<file path="src/rtl/core/rms_pkg.sv">
// Shared widths, command codes and register indexes of the rotary menu selector.
package rms_pkg;

  // Width of the key debounce counter.
  localparam int unsigned TimerBits = 11;

  // Field widths.
  localparam int unsigned CmdW      = 2;
  localparam int unsigned ItemW     = 4;
  localparam int unsigned DebounceW = 11;

  // Width in which the debounce counter and its threshold are compared.
  localparam int unsigned CmpW = (TimerBits > DebounceW) ? TimerBits : DebounceW;

  // Configuration port.
  localparam int unsigned CfgIdxW  = 2;
  localparam int unsigned CfgDataW = 11;

  localparam logic [CfgIdxW-1:0] CfgDebounceTicks = 2'd0;
  localparam logic [CfgIdxW-1:0] CfgLastItem      = 2'd1;

  // Register values after reset.
  localparam logic [DebounceW-1:0] DebounceReset = 11'd100;
  localparam logic [ItemW-1:0]     LastItemReset = 4'd3;

  // Input commands.
  localparam logic [CmdW-1:0] CmdEnc  = 2'd0;
  localparam logic [CmdW-1:0] CmdKey  = 2'd1;
  localparam logic [CmdW-1:0] CmdTick = 2'd2;

  // Largest debounce counter value.
  localparam logic [TimerBits-1:0] TimerMax = {TimerBits{1'b1}};

  // One input beat.
  typedef struct packed {
    logic [CmdW-1:0] cmd;
    logic            a_level;
    logic            b_level;
    logic            key_level;
  } evt_t;

  // One result beat.
  typedef struct packed {
    logic             mode;
    logic [ItemW-1:0] selection;
    logic [ItemW-1:0] running_function;
    logic             entered;
    logic             returned;
    logic             redraw_menu;
  } res_t;

endpackage

</file>
<file path="src/rtl/core/rms_intf.sv">
// Channel interfaces of the rotary menu selector: events, results and configuration.
interface rms_evt_if;
  import rms_pkg::*;

  logic            valid;
  logic            ready;
  logic [CmdW-1:0] cmd;
  logic            a_level;
  logic            b_level;
  logic            key_level;

  modport source (output valid, cmd, a_level, b_level, key_level, input ready);
  modport sink (input valid, cmd, a_level, b_level, key_level, output ready);
endinterface

interface rms_res_if;
  import rms_pkg::*;

  logic             valid;
  logic             ready;
  logic             mode;
  logic [ItemW-1:0] selection;
  logic [ItemW-1:0] running_function;
  logic             entered;
  logic             returned;
  logic             redraw_menu;

  modport source (
    output valid, mode, selection, running_function, entered, returned, redraw_menu,
    input ready
  );
  modport sink (
    input valid, mode, selection, running_function, entered, returned, redraw_menu,
    output ready
  );
endinterface

interface rms_cfg_if;
  import rms_pkg::*;

  logic                valid;
  logic                ready;
  logic [CfgIdxW-1:0]  index;
  logic [CfgDataW-1:0] data;

  modport source (output valid, index, data, input ready);
  modport sink (input valid, index, data, output ready);
endinterface

</file>
<file path="src/rtl/core/rotary_menu_selector.sv">
// Top level of the rotary menu selector: event decode, menu state and debounced key.
//
//   channel   | direction | handshake      | payload
//   ----------+-----------+----------------+---------------------------------------------
//   evt_i     | in        | valid / ready  | cmd, a_level, b_level, key_level
//   res_o     | out       | valid / ready  | mode, selection, running_function, pulses
//   cfg_i     | in        | valid / ready  | index, data (debounce_ticks, last_item)
//
// Each event beat is registered in the input register, then evaluated against the state,
// which updates the state and loads the result register. One beat per cycle is taken while
// the result side does not stall and so hold the evaluation stage.
// Reset returns the block to menu mode with selection zero and no pending steps;
// the registers take debounce_ticks 100 and last_item 3. No clearing pass is needed.
// A stalled result holds the evaluation stage; the input register then fills and
// evt_i.ready drops. cfg_i is always ready.
module rotary_menu_selector (
  input  logic clk_i,
  input  logic rst_ni,
  rms_evt_if.sink   evt_i,
  rms_res_if.source res_o,
  rms_cfg_if.sink   cfg_i
);
  import rms_pkg::*;

  // Configuration registers.
  logic [DebounceW-1:0] debounce_q;
  logic [ItemW-1:0]     last_item_q;

  // Input stage.
  logic evt_vld_q;
  evt_t evt_q;

  // Result stage.
  logic res_vld_q;
  res_t res_q, res_d;

  // Block state.
  logic                 run_mode_q, run_mode_d;
  logic [ItemW-1:0]     menu_idx_q, menu_idx_d;
  logic [ItemW-1:0]     latched_q, latched_d;
  logic                 ccw_start_q, ccw_start_d;
  logic                 ccw_conf_q, ccw_conf_d;
  logic                 cw_start_q, cw_start_d;
  logic                 cw_conf_q, cw_conf_d;
  logic                 armed_q, armed_d;
  logic [TimerBits-1:0] elapsed_q, elapsed_d;

  // Scratch values of the tick evaluation.
  logic [ItemW-1:0]     idx_ccw;
  logic [TimerBits-1:0] elapsed_inc;
  logic                 accept;
  logic                 redraw;

  logic advance;

  // Evaluation fires when the input stage holds a beat and the result slot frees up.
  assign advance     = evt_vld_q && (!res_vld_q || res_o.ready);
  assign evt_i.ready = !evt_vld_q || advance;
  assign cfg_i.ready = 1'b1;

  // Configuration writes.
  always_ff @(posedge clk_i or negedge rst_ni) begin
    if (!rst_ni) begin
      debounce_q  <= DebounceReset;
      last_item_q <= LastItemReset;
    end else if (cfg_i.valid) begin
      unique case (cfg_i.index)
        CfgDebounceTicks: debounce_q  <= cfg_i.data[DebounceW-1:0];
        CfgLastItem:      last_item_q <= cfg_i.data[ItemW-1:0];
        default: ;
      endcase
    end
  end

  // Input register.
  always_ff @(posedge clk_i or negedge rst_ni) begin
    if (!rst_ni) begin
      evt_vld_q <= 1'b0;
    end else if (evt_i.ready) begin
      evt_vld_q <= evt_i.valid;
    end
  end

  always_ff @(posedge clk_i) begin
    if (evt_i.valid && evt_i.ready) begin
      evt_q.cmd       <= evt_i.cmd;
      evt_q.a_level   <= evt_i.a_level;
      evt_q.b_level   <= evt_i.b_level;
      evt_q.key_level <= evt_i.key_level;
    end
  end

  // Next state and result for the registered event.
  always_comb begin
    run_mode_d  = run_mode_q;
    menu_idx_d  = menu_idx_q;
    latched_d   = latched_q;
    ccw_start_d = ccw_start_q;
    ccw_conf_d  = ccw_conf_q;
    cw_start_d  = cw_start_q;
    cw_conf_d   = cw_conf_q;
    armed_d     = armed_q;
    elapsed_d   = elapsed_q;
    idx_ccw     = menu_idx_q;
    elapsed_inc = elapsed_q;
    accept      = 1'b0;
    redraw      = 1'b0;
    res_d       = '0;

    unique case (evt_q.cmd)
      CmdEnc: begin
        // Equal levels turn counter-clockwise; a repeat in one direction confirms a step.
        if (evt_q.a_level == evt_q.b_level) begin
          if (ccw_start_q) begin
            ccw_conf_d = 1'b1;
          end else begin
            ccw_start_d = 1'b1;
          end
          cw_start_d = 1'b0;
        end else begin
          if (cw_start_q) begin
            cw_conf_d = 1'b1;
          end else begin
            cw_start_d = 1'b1;
          end
          ccw_start_d = 1'b0;
        end
      end
      CmdKey: begin
        // A press restarts the debounce count.
        if (!evt_q.key_level) begin
          armed_d   = 1'b1;
          elapsed_d = '0;
        end
      end
      CmdTick: begin
        // Pending steps apply in menu mode, counter-clockwise first.
        if (!run_mode_q) begin
          if (ccw_conf_q) begin
            ccw_conf_d = 1'b0;
            idx_ccw    = (menu_idx_q >= last_item_q) ? '0 : menu_idx_q + 1'b1;
            redraw     = 1'b1;
          end
          menu_idx_d = idx_ccw;
          if (cw_conf_q) begin
            cw_conf_d  = 1'b0;
            menu_idx_d = (idx_ccw == '0) ? last_item_q : idx_ccw - 1'b1;
            redraw     = 1'b1;
          end
        end

        // Debounce count saturates; the press is taken once it exceeds the threshold.
        if (armed_q) begin
          elapsed_inc = (elapsed_q != TimerMax) ? elapsed_q + 1'b1 : elapsed_q;
          elapsed_d   = elapsed_inc;
          if (CmpW'(elapsed_inc) > CmpW'(debounce_q)) begin
            accept    = 1'b1;
            armed_d   = 1'b0;
            elapsed_d = '0;
          end
        end

        // An accepted press toggles the mode.
        if (accept) begin
          if (!run_mode_q) begin
            latched_d     = menu_idx_d;
            run_mode_d    = 1'b1;
            ccw_start_d   = 1'b0;
            ccw_conf_d    = 1'b0;
            cw_start_d    = 1'b0;
            cw_conf_d     = 1'b0;
            res_d.entered = 1'b1;
          end else begin
            run_mode_d     = 1'b0;
            res_d.returned = 1'b1;
            redraw         = 1'b1;
          end
        end
      end
      default: ;
    endcase

    res_d.mode             = run_mode_d;
    res_d.selection        = menu_idx_d;
    res_d.running_function = latched_d;
    res_d.redraw_menu      = redraw;
  end

  // State registers.
  always_ff @(posedge clk_i or negedge rst_ni) begin
    if (!rst_ni) begin
      run_mode_q  <= 1'b0;
      menu_idx_q  <= '0;
      latched_q   <= '0;
      ccw_start_q <= 1'b0;
      ccw_conf_q  <= 1'b0;
      cw_start_q  <= 1'b0;
      cw_conf_q   <= 1'b0;
      armed_q     <= 1'b0;
      elapsed_q   <= '0;
    end else if (advance) begin
      run_mode_q  <= run_mode_d;
      menu_idx_q  <= menu_idx_d;
      latched_q   <= latched_d;
      ccw_start_q <= ccw_start_d;
      ccw_conf_q  <= ccw_conf_d;
      cw_start_q  <= cw_start_d;
      cw_conf_q   <= cw_conf_d;
      armed_q     <= armed_d;
      elapsed_q   <= elapsed_d;
    end
  end

  // Result register.
  always_ff @(posedge clk_i or negedge rst_ni) begin
    if (!rst_ni) begin
      res_vld_q <= 1'b0;
    end else if (advance) begin
      res_vld_q <= 1'b1;
    end else if (res_o.ready) begin
      res_vld_q <= 1'b0;
    end
  end

  always_ff @(posedge clk_i) begin
    if (advance) begin
      res_q <= res_d;
    end
  end

  assign res_o.valid            = res_vld_q;
  assign res_o.mode             = res_q.mode;
  assign res_o.selection        = res_q.selection;
  assign res_o.running_function = res_q.running_function;
  assign res_o.entered          = res_q.entered;
  assign res_o.returned         = res_q.returned;
  assign res_o.redraw_menu      = res_q.redraw_menu;

endmodule

</file>
<file path="src/flat_wrapper.sv">
// flat-port wrapper written by rule: the top's interface ports become plain ports
module rotary_menu_selector_flat import rms_pkg::*;
  (clk_i, rst_ni, evt_i_valid, evt_i_cmd, evt_i_a_level, evt_i_b_level, evt_i_key_level, evt_i_ready, res_o_valid, res_o_mode, res_o_selection, res_o_running_function, res_o_entered, res_o_returned, res_o_redraw_menu, res_o_ready, cfg_i_valid, cfg_i_index, cfg_i_data, cfg_i_ready);
  rms_evt_if evt_i_i ();
  rms_res_if res_o_i ();
  rms_cfg_if cfg_i_i ();
  input  logic clk_i;
  input  logic rst_ni;
  input wire logic [$bits(evt_i_i.valid)-1:0] evt_i_valid;
  input wire logic [$bits(evt_i_i.cmd)-1:0] evt_i_cmd;
  input wire logic [$bits(evt_i_i.a_level)-1:0] evt_i_a_level;
  input wire logic [$bits(evt_i_i.b_level)-1:0] evt_i_b_level;
  input wire logic [$bits(evt_i_i.key_level)-1:0] evt_i_key_level;
  output wire logic [$bits(evt_i_i.ready)-1:0] evt_i_ready;
  output wire logic [$bits(res_o_i.valid)-1:0] res_o_valid;
  output wire logic [$bits(res_o_i.mode)-1:0] res_o_mode;
  output wire logic [$bits(res_o_i.selection)-1:0] res_o_selection;
  output wire logic [$bits(res_o_i.running_function)-1:0] res_o_running_function;
  output wire logic [$bits(res_o_i.entered)-1:0] res_o_entered;
  output wire logic [$bits(res_o_i.returned)-1:0] res_o_returned;
  output wire logic [$bits(res_o_i.redraw_menu)-1:0] res_o_redraw_menu;
  input wire logic [$bits(res_o_i.ready)-1:0] res_o_ready;
  input wire logic [$bits(cfg_i_i.valid)-1:0] cfg_i_valid;
  input wire logic [$bits(cfg_i_i.index)-1:0] cfg_i_index;
  input wire logic [$bits(cfg_i_i.data)-1:0] cfg_i_data;
  output wire logic [$bits(cfg_i_i.ready)-1:0] cfg_i_ready;
  assign evt_i_i.valid = evt_i_valid;
  assign evt_i_i.cmd = evt_i_cmd;
  assign evt_i_i.a_level = evt_i_a_level;
  assign evt_i_i.b_level = evt_i_b_level;
  assign evt_i_i.key_level = evt_i_key_level;
  assign evt_i_ready = evt_i_i.ready;
  assign res_o_valid = res_o_i.valid;
  assign res_o_mode = res_o_i.mode;
  assign res_o_selection = res_o_i.selection;
  assign res_o_running_function = res_o_i.running_function;
  assign res_o_entered = res_o_i.entered;
  assign res_o_returned = res_o_i.returned;
  assign res_o_redraw_menu = res_o_i.redraw_menu;
  assign res_o_i.ready = res_o_ready;
  assign cfg_i_i.valid = cfg_i_valid;
  assign cfg_i_i.index = cfg_i_index;
  assign cfg_i_i.data = cfg_i_data;
  assign cfg_i_ready = cfg_i_i.ready;
  rotary_menu_selector u_core (.clk_i(clk_i), .rst_ni(rst_ni), .evt_i(evt_i_i), .res_o(res_o_i), .cfg_i(cfg_i_i));
endmodule
</file>
<file path="config.mk">
export PLATFORM = sky130hd
export DESIGN_NAME = rotary_menu_selector_flat
export DESIGN_NICKNAME = d
export VERILOG_FILES = /design/src/rtl/core/rms_pkg.sv /design/src/rtl/core/rms_intf.sv /design/src/rtl/core/rotary_menu_selector.sv /design/src/flat_wrapper.sv
export SDC_FILE = /design/constraint.sdc
export NUM_CORES = 1
export LEC_CHECK = 0
export ABC_AREA = 0
export BUFFER_PORTS_ARGS = -buffer_cell sky130_fd_sc_hd__buf_2
export CORE_ASPECT_RATIO = 1.1
export CORE_MARGIN = 2
export CORE_UTILIZATION = 53
export CTS_CLUSTER_SIZE = 8
export DETAILED_ROUTE_END_ITERATION = 8
export GPL_TIMING_DRIVEN = 0
export PLACE_DENSITY_LB_ADDON = 0.15
export RECOVER_POWER = 100
export REMOVE_ABC_BUFFERS = 1
export SYNTH_ARGS = -nofsm -noshare
export SYNTH_HDL_FRONTEND = slang
export SYNTH_SLANG_ARGS = --single-unit
export TNS_END_PERCENT = 50
</file>
<file path="constraint.sdc">
create_clock -name clk_i -period 3.7 [get_ports clk_i]
set_input_delay 0 -clock clk_i [delete_from_list [all_inputs] [get_ports clk_i]]
set_output_delay 0 -clock clk_i [all_outputs]
set_load 0.05 [all_outputs]
</file>
# After elaboration in Yosys (flattened, before gate mapping)
# Cells that the tools add are included.
# totals
register_bits	59
output_inout_bits	15
in_bits	23
# classes
muxes	52
reduce_logical	20
addsub	3
eq_ne	13
magnitude_cmp	2
# ops
operator	count
2-to-1 mux 11 bit	4
2-to-1 mux 4 bit	11
2-to-1 mux 1 bit	31
one-hot mux 11 bit (2 select lines)	1
AND reduction 4 bit	4
adder 11 x 1 -> 11 bit, second input constant	1
greater-than comparator 11 bit	1
!= test 11 bit, second input constant	1
!= test 2 x 1 -> 1 bit, second input constant	5
one-hot mux 1 bit (2 select lines)	5
!= test 2 bit, second input constant	3
AND reduction 2 bit	3
nonzero test 2 bit	3
adder 4 x 1 -> 4 bit, second input constant	1
equality test 2 x 1 -> 1 bit, second input constant	2
>= comparator 4 bit	1
zero test 2 bit	2
zero test 4 bit	1
subtractor 4 x 1 -> 4 bit, second input constant	1
AND reduction 3 bit	1
equality test 2 bit, second input constant	1
logical AND 1 bit	2
zero test 1 bit	2
logical OR 1 bit	2
equality test 1 bit	1

# Logic depth before layout (Yosys ltp)
# logic_depth
depth_word	12
depth_mapped	15
mapped_depth_nobuf	14

# Least setup slack after synthesis
# No wires, ideal clock.
# synth_path
path_type	register -> register
startpoint	reg u_core.elapsed_q[0]
endpoint	reg u_core.res_q (netlist bit u_core.res_o.running_function[0]) (data pin)
required_ns	3.440
slack_ns	0.284
n_path_buf	1
period_less_slack_ns	3.416
setup_time_ns	0.260
t_arrival_ns	3.156
path_stages_with_launch	16
path_cell_list	dfrtp_1 > ha_1 > nand3_1 > nor4_2 > and2_1 > buf_2 > nor3_1 > or2_2 > ha_1 > nand2_1 > nor4_1 > or2b_1 > a31oi_2 > nand2_1 > inv_1 > mux2_2
# synth_between
elab_chain_len	8
word_cells_on_any_way	9
# synth_lines
element	line_no	source
start, declared	rotary_menu_selector.sv:46	logic [TimerBits-1:0] elapsed_q, elapsed_d;
start signal, assigned	rotary_menu_selector.sv:210	elapsed_q <= elapsed_d;
adder 11 x 1 -> 11 bit or != test 11 bit (tied branches)	rotary_menu_selector.sv:154	elapsed_inc = (elapsed_q != TimerMax) ? elapsed_q + 1'b1 : elapsed_q;
2-to-1 mux 11 bit *	rotary_menu_selector.sv:154	
greater-than comparator 11 bit *	rotary_menu_selector.sv:156	if (CmpW'(elapsed_inc) > CmpW'(debounce_q)) begin
2-to-1 mux 1 bit *	rotary_menu_selector.sv:156	
2-to-1 mux 1 bit *	rotary_menu_selector.sv:153	if (armed_q) begin
2-to-1 mux 1 bit *	rotary_menu_selector.sv:110	unique case (evt_q.cmd)
2-to-1 mux 4 bit *	rotary_menu_selector.sv:164	if (accept) begin
2-to-1 mux 4 bit *	rotary_menu_selector.sv:110	
net u_core.latched_d[0]	rotary_menu_selector.sv:40	logic [ItemW-1:0] latched_q, latched_d;
end signal, assigned	rotary_menu_selector.sv:227	res_q <= res_d;
end, declared	rotary_menu_selector.sv:35	res_t res_q, res_d;
# The timed path passes the listed nets; every way through them passes the cells marked *. The select of a mux whose other input is x is not followed.
# A chain may end at the register's enable or synchronous reset.

# Worst setup path in the final report
# layout_path
startpoint	reg u_core.elapsed_q[1]
endpoint	reg u_core.res_q (netlist bit u_core.res_o.running_function[2]) (data pin)
# Same word-level chain as after synthesis.

==> reports/summary.md <==
The final reports fail on capacitance limit, slew limit. Subtracting the final worst setup slack from the clock period gives 3.49 ns. The largest total area in the synthesized netlist belongs to dfrtp_1. The congestion estimate from routability-driven global placement came to 0.860. For this run, the number of Yosys warnings is 0.

The number of antenna-violating nets in the routed design was 0. The synthesized netlist devotes 19.4% of its cell area to compound gates. Top-level I/O count: 38. The tools report the fraction of the core area covered by cells at the end of the flow as 63.9%. The pin count of the biggest net entering global routing is 43, and the remaining max-slew budget at the tightest pin is -52.3%. The die covers 7310 um2. At the worst endpoint, the arrival time is 3.59 ns. For the clock share of power, the log shows 34.3%.

The flip-flop and latch count after synthesis was 59; the relative area change from synthesis to final layout was 18.2%. For the area of the core, the log shows 6520 um2. Registers are responsible for 42.7% of the overall power. The final layout contains routed wiring with a total length of 7480 um. The total overflow left after global routing is 0. Among cell families on the critical path, the largest total delay comes from simple AND/OR/NAND/NOR gates. For this block, the via count after detailed routing is 2721. After the last flow step, the layout net total stands at 440. The average cell area after synthesis was 10.5 um2; the number of global-route vias before repair was 2655.

Buffers inserted during clock tree synthesis total 9. The synthesized netlist devotes 2.74% of its cell area to XOR and XNOR gates. Between clock sinks in the finished design, the worst skew comes to 0.00765 ns. The total power consumption of the routed design is 0.00185 W, and the count of clock tree sinks is 59.

Across all hold checks on the routed design, the worst slack comes to 0.101 ns. The height of the die came out at 89.5 um. Largest fanout of any net on the critical path: 7. The tools report the insertion delay to the later sink of the worst-skew pair as 0.35 ns. The width of the chip works out to 81.7 um. Cell at the slowest stage of the critical path: dfrtp_1. Internal power component: 0.00129 W.

The run finished, with violations left. The post-route DRC violation count came out at 0. The initialized floorplan defines 31 standard-cell rows. The longest clock path from root to sink contains 2 buffers.

Ranked by instance count, the synthesized netlist is headed by nand2_1 (42), dfrtp_1 (37), inv_1 (25). The number of hold violations in the final report was 0. TritonCTS built the clock tree. Root buffer cell: clkbuf_8.

Ranked by total cell area, the synthesized netlist is headed by dfrtp_1 (26%), edfxtp_1 (14%), ha_1 (7.5%). Wire length of the first global-routing pass: 12300 um. The worst setup path is of the register to register kind. Timing analysis after detailed placement gives a worst setup slack of -0.601 ns. After clock tree synthesis, the clock-pin slew on the worst setup and hold paths is 0.07 ns. Counting flops with an async set or reset pin after synthesis yields a share of 71.2%.

STA classifies the critical path endpoint as a register. The count of input and output buffers was 36; the timing-limited maximum frequency was 0.286 GHz. STA classifies the critical path startpoint as a register. The logs give 43 for the final-report max-slew violation count and 23.0% for the combinational group share of total power. Number of cells produced by synthesis: 335. The logs give 0 for the final antenna diode count and 1 for the number of max-cap violations. In this design, the critical path's most frequently occurring cell is nand2_1. The power per cell area was 444 nW/um2. In this run the power spent charging and discharging nets is 0.000558 W. The worst supply voltage drop on vdd was 0.000333 V; the average wire per cell in the routed design was 15.5 um. In this run, distinct cell masters in the synthesized netlist total 65. The post-DP HPWL is 5030 um, and the adder and majority gate portion of the synthesized area is 7.46%.

By area, the combinational part of the netlist is dominated by compound AO/OA/AOI/OAI gates. The delay contributed by the slowest stage of the critical path was 0.42 ns; the switching portion of total power was 30.2%. For the iteration count of the initial detailed-routing pass, the log shows 4.

CTS built an H-tree with a depth of 3. The critical path goes through ha_2 -> nand3_2 -> nor4_4 -> and2_4 -> nor3_1 -> or2_2 -> ha_1 -> nand2_1 -> nor4_1 -> or2b_1 -> a31oi_4 -> nand2_1 -> inv_1 -> mux2_2. The number of synthesized flops with an enable pin is 17, and the total of endpoints with negative setup slack in the final report is 0. The combined buffer and inverter count along the critical path works out to 1. The class of the worst hold path is input port to register.

After layout, the worst path uses 94.4% of the clock period. Fraction of final layout cells sized beyond drive strength 1: 20.4%. The run gives 3.80 ns as the required time at the worst-slack endpoint.

Among all flip-flop cells after synthesis, the most frequent one is dfrtp_1. For the number of antenna violations at the first check in global routing, the log shows 0. After Yosys synthesis, and, or, nand and nor cells account for 14.8% of the synthesized area. The per-cell via count in the routed design is 5.63, and the static power due to leakage is 1.85 nW.

For the pin with the worst max-slew slack, the measured transition is 2.28 ns. The synthesized netlist occupies a cell area of 3520 um2. The fraction of post-synthesis cell area in the top cell type by area was 26.3%. Of the synthesized area, sequential elements account for 44.5%. Setup repair after global routing left no endpoint under its margin. In the post-route analysis, the smallest setup slack over all paths is 0.206 ns.

The run gives 22.8% as the overall global routing resource usage. The initial utilization of the core area, before any placement, comes to 54.1%. After the first detailed-routing iteration, the DRC count stood at 117.

The share of cell area taken by muxes after synthesis was 5.75%. Yosys instantiated no cell more often than nand2_1.
final timing paths:
| path | start | endpoint | slack, ns | cells after the start |
|---|---|---|---|---|
| min in group asynchronous | rst_ni | u_core.debounce_q[3]$_DFFE_PN0P_ | 0.88 | 2 |
| min | cfg_i_index[0] | u_core.debounce_q[5]$_DFFE_PN1P_ | 0.10 | 5 |
| max | u_core.elapsed_q[1]$_DFFE_PN0P_ | u_core.res_o.running_function[2]$_DFFE_PP_ | 0.21 | 14 |
| max in group asynchronous | rst_ni | u_core.elapsed_q[0]$_DFFE_PN0P_ | 1.36 | 2 |
| max reg2reg | u_core.elapsed_q[1]$_DFFE_PN0P_ | u_core.res_o.running_function[2]$_DFFE_PP_ | 0.21 | 14 |
| min reg2reg | u_core.evt_vld_q$_DFFE_PN0N_ | u_core.res_o.valid$_DFFE_PN0P_ | 0.50 | 1 |
metrics by stage:
step / instances / TNS, ns / cell area, um2
finish: 483 / 0 / 4160
global route: 483 / 0 / 4160
CTS: 483 / 0 / 4240
detailed placement: 441 / -6.11 / 3740
global placement: 440 / -16.60 / 3720
floorplan: 322 / -0.975 / 3440
worst min-delay path: stages:
cell,delay (ns)
buf_2,0.10
nor3b_2,0.05
buf_6,0.15
nand2_1,0.07
o21ai_0,0.06
power by group through the flow:
stage | sequential, W | clock [W] | combinational [W]
finish | 0.000790 | 0.000634 | 0.000426
CTS | 0.000791 | 0.000647 | 0.000451
global route | 0.000798 | 0.000672 | 0.000477
floorplan | 0.000825 | 0 | 0.000289
global placement | 0.000799 | 0 | 0.000406
detailed placement | 0.000802 | 0 | 0.000422
cells in the final DEF (no fill, tap or decap), drive strengths merged, types with 3 or more instances in the layout:
cell type	synthesis	routed
a2111oi	5	5
a211oi	4	4
a21o	3	3
a21oi	4	4
a22o	7	7
and2	4	4
and3	5	5
buf	6	25
clkbuf	6	27
dfrtp	37	37
dfstp	5	5
dlygate4sd3	0	22
edfxtp	17	17
ha	21	21
inv	26	26
mux2	18	18
nand2	42	42
nand2b	6	6
nand3	8	8
nand3b	3	3
nand4	3	3
nor2	15	15
nor3	8	8
o211ai	6	6
o21a	5	5
o21ai	20	20
o221ai	3	3
or2	3	3
xnor2	7	7
xor2	4	4
cell type report:
class	count	area, um2
inverter	26	97.6
fill	556	2350
tap	82	103
clock inverter	5	77.6
multi-input combinational	237	1770
sequential	59	1570
timing repair buffer	63	419
clock buffer	11	131
flip-flops by register name, summed over array words and instances (netlist names), 4 cells and up:
register / flops
u_core.latched_q: 4
u_core.evt_q: 5
u_core.elapsed_q: 11
u_core.last_item_q: 4
u_core.menu_idx_q: 4
u_core.res_o.running_function: 4
u_core.res_o.selection: 4
u_core.debounce_q: 11
what timing repair did:
| item | 4_1_cts | 5_1_grt |
|---|---|---|
| hold buffers | 22 | 0 |
| resized for setup | 7 | 4 |
| endpoints found under the setup margin | 22 | 20 |
| cloned | 0 | 0 |
| pin swaps | 2 | 1 |
| endpoints found under the hold margin | 59 | 0 |
| setup buffers | 4 | 0 |
layer usage:
| metal | vias to the layer above | GRT usage (%) | part of all wire, % |
|---|---|---|---|
| met3 | 13 | 5.66 | 2.9 |
| met2 | 44 | 37.4 | 49 |
| li1 | 1352 | - | - |
| met5 | - | 0 | 0 |
| met4 | 0 | 10.5 | 2.2 |
| met1 | 1312 | 28.3 | 46 |
cells by family after synthesis:
group                    after synthesis
AO/OA/AOI/OAI                         81
XOR/XNOR                              11
adder cells (fa/ha/maj)               21
buffers and inverters                 39
flip-flops                            59
multiplexers                          18
other                                  1
AND/OR/NAND/NOR                      105
No activity file was read; power rests on OpenSTA's default activity.
